$ cat config.mk
export PLATFORM = sky130hd
export DESIGN_NAME = spq_queue
export DESIGN_NICKNAME = d
export VERILOG_FILES = /design/src/hw/rtl/spq_pkg.sv /design/src/hw/rtl/spq_queue.sv
export SDC_FILE = /design/constraint.sdc
export NUM_CORES = 1
export LEC_CHECK = 0
export BUFFER_PORTS_ARGS = -buffer_cell sky130_fd_sc_hd__buf_2
export CORE_MARGIN = 5
export CORE_UTILIZATION = 52
export CTS_CLUSTER_DIAMETER = 80
export DETAILED_ROUTE_END_ITERATION = 10
export PLACE_DENSITY = 0.79
export SYNTH_ARGS = -nofsm -noshare
export SYNTH_HDL_FRONTEND = slang
export SYNTH_SLANG_ARGS = --single-unit
$ cat constraint.sdc
create_clock -name clk_i -period 2.65 [get_ports clk_i]
set_clock_uncertainty 0.2 [all_clocks]
set_input_delay 0.1325 -clock clk_i [delete_from_list [all_inputs] [get_ports clk_i]]
set_output_delay 0.1325 -clock clk_i [all_outputs]
set_load 0.05 [all_outputs]
$ cat src/hw/rtl/spq_pkg.sv
// ----------------------------------------------------------------------------
// spq_pkg
// Shared types and codes of the sorted priority queue.
// ----------------------------------------------------------------------------
package spq_pkg;

  localparam int unsigned KindW = 2;
  localparam int unsigned RawW = 32;
  localparam int unsigned HeadW = 32;
  localparam int unsigned StatusW = 2;
  localparam int unsigned OccW = 7;

  localparam logic [KindW-1:0] KIND_INSERT = 2'd0;
  localparam logic [KindW-1:0] KIND_PULL = 2'd1;
  localparam logic [KindW-1:0] KIND_PEEK = 2'd2;

  localparam logic [StatusW-1:0] STATUS_OK = 2'd0;
  localparam logic [StatusW-1:0] STATUS_EMPTY = 2'd1;
  localparam logic [StatusW-1:0] STATUS_FULL = 2'd2;

  typedef enum logic [1:0] {
    OP_INSERT,
    OP_PULL,
    OP_PEEK,
    OP_NONE
  } op_e;

  typedef struct packed {
    op_e            op;
    logic [RawW-1:0] raw;
  } req_t;

  typedef struct packed {
    logic [HeadW-1:0]   head;
    logic [StatusW-1:0] status;
    logic [OccW-1:0]    occupancy;
  } res_t;

endpackage

$ cat src/hw/rtl/spq_queue.sv
// ----------------------------------------------------------------------------
// spq_queue
// Two-entry request queue between the decode front and the cell row.
// ----------------------------------------------------------------------------
module spq_queue (
  input  logic          clk_i,
  input  logic          rst_ni,
  input  logic          push_i,
  input  spq_pkg::req_t req_i,
  output logic          full_o,
  output logic          valid_o,
  output spq_pkg::req_t req_o,
  input  logic          pop_i
);

  spq_pkg::req_t slot_q [2];
  logic          wr_ptr_q, wr_ptr_d;
  logic          rd_ptr_q, rd_ptr_d;
  logic [1:0]    cnt_q, cnt_d;
  logic          do_push, do_pop;

  assign full_o = (cnt_q == 2'd2);
  assign valid_o = (cnt_q != 2'd0);
  assign req_o = slot_q[rd_ptr_q];

  assign do_push = push_i && !full_o;
  assign do_pop = pop_i && valid_o;

  always_comb begin
    wr_ptr_d = wr_ptr_q ^ do_push;
    rd_ptr_d = rd_ptr_q ^ do_pop;
    cnt_d = cnt_q + 2'(do_push) - 2'(do_pop);
  end

  always_ff @(posedge clk_i or negedge rst_ni) begin
    if (!rst_ni) begin
      wr_ptr_q <= 1'b0;
      rd_ptr_q <= 1'b0;
      cnt_q <= 2'd0;
    end else begin
      wr_ptr_q <= wr_ptr_d;
      rd_ptr_q <= rd_ptr_d;
      cnt_q <= cnt_d;
    end
  end

  always_ff @(posedge clk_i) begin
    if (do_push) begin
      slot_q[wr_ptr_q] <= req_i;
    end
  end

`ifndef ASSERT_OFF
  a_cnt_bound: assert property (@(posedge clk_i) disable iff (!rst_ni)
    cnt_q <= 2'd2)
    else $error("request queue count overflow");
`endif

endmodule

==> impl_metrics.tcl <==
set metrics [dict create \
    grt-ovfl-total 0 \
    synth_fp_nets 168 \
    path_clk_slew_ps 80 \
    clock_path_buffers 2 \
    numPortBuffers 73 \
    finalCriticalPeriod_ps 1950 \
    postCtsSetupBuffers 0 \
    cts_htree_levels 3 \
    synth_edf_count 68 \
    hpwl_mm 3.40 \
    antenna_cells 0 \
    fin_crit_sh_pct 73.7 \
    drv_cap 0 \
    worstPathMaxFanout 20 \
    track_usage_pct 16.6 \
    hold_viol_final 0 \
    crit-reg2reg-launch "cnt_q[0]$_DFF_PN0_" \
    synth_cells 126 \
    ys_ff_latch 72 \
    end_kind "flip-flop" \
    synth_ff_type "edfxtp_1" \
    status "complete, no violations" \
    drv_slew 0 \
    grt_pass1_vias 1714 \
    drc 0 \
    cts_resized 0 \
    worstPathRequired_ps 2490 \
    cts_buffers 9 \
    ios 74 \
    die_h_um 83.7 \
    r2r_end "slot_q[0][11]$_DFFE_PP_" \
    clock_sinks 72 \
    slew_headroom_pct 72.5 \
    cp.arrival_ps 1790 \
    first_pass_iters 4 \
    synth_area_per_cell_um2 22.4 \
    grt_max_degree 21 \
    fmaxAchievable_mhz 512 \
    dr.first_iter.drc_count 90 \
    min_path_type "in2reg" \
    worst-setup-path-type "reg2reg" \
    r2r_slack_ps 700 \
    antenna_found_initial 0 \
    worst_pin_slew_ps 413 \
    power.leakage_nw 1.55 \
    post-place-ws_ps 762 \
    rsz0062_at_grt "false" \
    worst_slack_ps 697 \
    holdBufCountCts 37 \
    ys_seq_area_share_pct 75.8 \
    yosysWarnings 0 \
    min_delay_path_depth 4 \
    total_power_mw 4.49 \
    yosys.area.top_type "edfxtp_1" \
    vias 1520 \
    rr_worst_depth 4 \
    netlist_top_cells_count "68 x edfxtp_1, 29 x mux2_4, 5 x mux2_2" \
    fp-row-count 26 \
    finalInstanceArea_um2 3800 \
    die-area_um2 7010 \
    synth_area_um2 2830 \
    grt_pass1_wl_mm 8.78 \
    worstHoldStart "push_i" \
    setup_viol 0 \
    ir_worst_vdd_mv 1.13 \
    die_x_um 83.7 \
    synthTopCellsByArea "edfxtp_1 72%, mux2_4 15%, dfrtp_1 3.5%" \
    drt-wirelength-per-cell_um 17.3 \
    cts-root-buf "clkbuf_8" \
    synth_most_common_cell "edfxtp_1" \
    async_reset_ff_share_pct 5.56 \
    dpl_cell_area_um2 3270 \
    synth_top_area_share_pct 72.2 \
    cellPowerDensity_nw_per_um2 1180 \
    worstSkewPairLatency_ps 330 \
    ant_nets 0 \
    fill_cells 326 \
    cts_tree "built" \
    holdPathEnd "wr_ptr_q$_DFF_PN0_" \
    wl_mm 5.55 \
    setup_total_negative_slack_ps 0 \
    fp.coreArea_um2 5200 \
    nets 289 \
    start_util_pct 54.3 \
    place.gp.congestion 0.728 \
    via_per_inst 4.74 \
    synth.distinct_cells 15 \
    cp-start-kind "flip-flop" \
    drive_gt1_share_pct 51.4 \
    area_growth_pct 34.5 \
]
[through the flow]
step	util (%)	hold slack, ps	instances
finish	73.0	89.7	321
global route	73.0	74.8	321
CTS	73.0	31.0	321
detailed placement	62.8	-257	269
global placement	62.8	-262	269
floorplan	-	-363	126
[worst max-delay path, stage by stage (launching register included)]
cell and delay, ps:
dfrtp_1 400, nand2b_1 180, and2_1 190, ha_2 460
buf_12 230
[power breakdown]
group	switching [mW]	leakage (nW)	internal [mW]
combinational	1.42	0.799	0.713
sequential	0.0835	0.677	1.56
clock	0.383	0.0785	0.329
total	1.89	1.55	2.60
[cells in the final DEF (no fill, tap or decap), drive strengths merged]
| master | netlist | final |
|---|---|---|
| and2 | 1 | 1 |
| xnor2 | 2 | 2 |
| clkbuf | 0 | 9 |
| clkinvlp | 0 | 2 |
| nand2 | 1 | 1 |
| mux2 | 34 | 34 |
| inv | 4 | 4 |
| dfrtp | 4 | 4 |
| xor2 | 1 | 1 |
| or2 | 1 | 1 |
| dlygate4sd3 | 0 | 37 |
| edfxtp | 68 | 68 |
| nand2b | 1 | 1 |
| o21a | 1 | 1 |
| buf | 4 | 77 |
| clkinv | 0 | 4 |
| ha | 4 | 4 |
[layer usage]
layer	vias up	routed length [um]	global-route usage, %
met5	-	0	0
met4	0	51	5.70
li1	726	-	-
met3	6	383	6.52
met2	58	2920	28.5
met1	730	2200	18.9
[flip-flops by register name (all words and copies together) (netlist names)]
register,flops
cnt_q,2
rd_ptr_q,1
slot_q,68
wr_ptr_q,1
[how the worst max path moves through the flow]
stage                             from                       to  slack [ps]  depth (start not counted)
finish              cnt_q[0]$_DFF_PN0_  slot_q[0][11]$_DFFE_PP_         700                          4
global route        cnt_q[0]$_DFF_PN0_  slot_q[0][11]$_DFFE_PP_         630                          4
CTS                 rd_ptr_q$_DFF_PN0_                req_o[31]         670                          3
detailed placement  cnt_q[0]$_DFF_PN0_   slot_q[1][3]$_DFFE_PP_         760                          4
global placement    cnt_q[1]$_DFF_PN0_   slot_q[0][3]$_DFFE_PP_         840                          4
floorplan           cnt_q[1]$_DFF_PN0_   slot_q[1][0]$_DFFE_PP_         540                          3
[area by class of cell]
cell class	instances	area (um^2)	share of cell area (%)
flip-flops and latches	72	2140	56.4
inverters	4	15.0	0.395
clock buffers	9	124	3.26
well taps	70	87.6	2.30
clock inverters	6	37.5	0.987
multi-input cells	46	603	15.9
repair buffers	114	791	20.8
[kinds of logic after synthesis]
family / share of synthesized area, %
DFF: 75.8
muxes: 17.4
buffers and inverters: 3.05
adders and majority gates: 1.77
and+or+nand+nor: 0.797
xor gates and xnor gates: 0.930
AOI/OAI and AO/OA: 0.266
No activity file was read; power rests on OpenSTA's default activity.
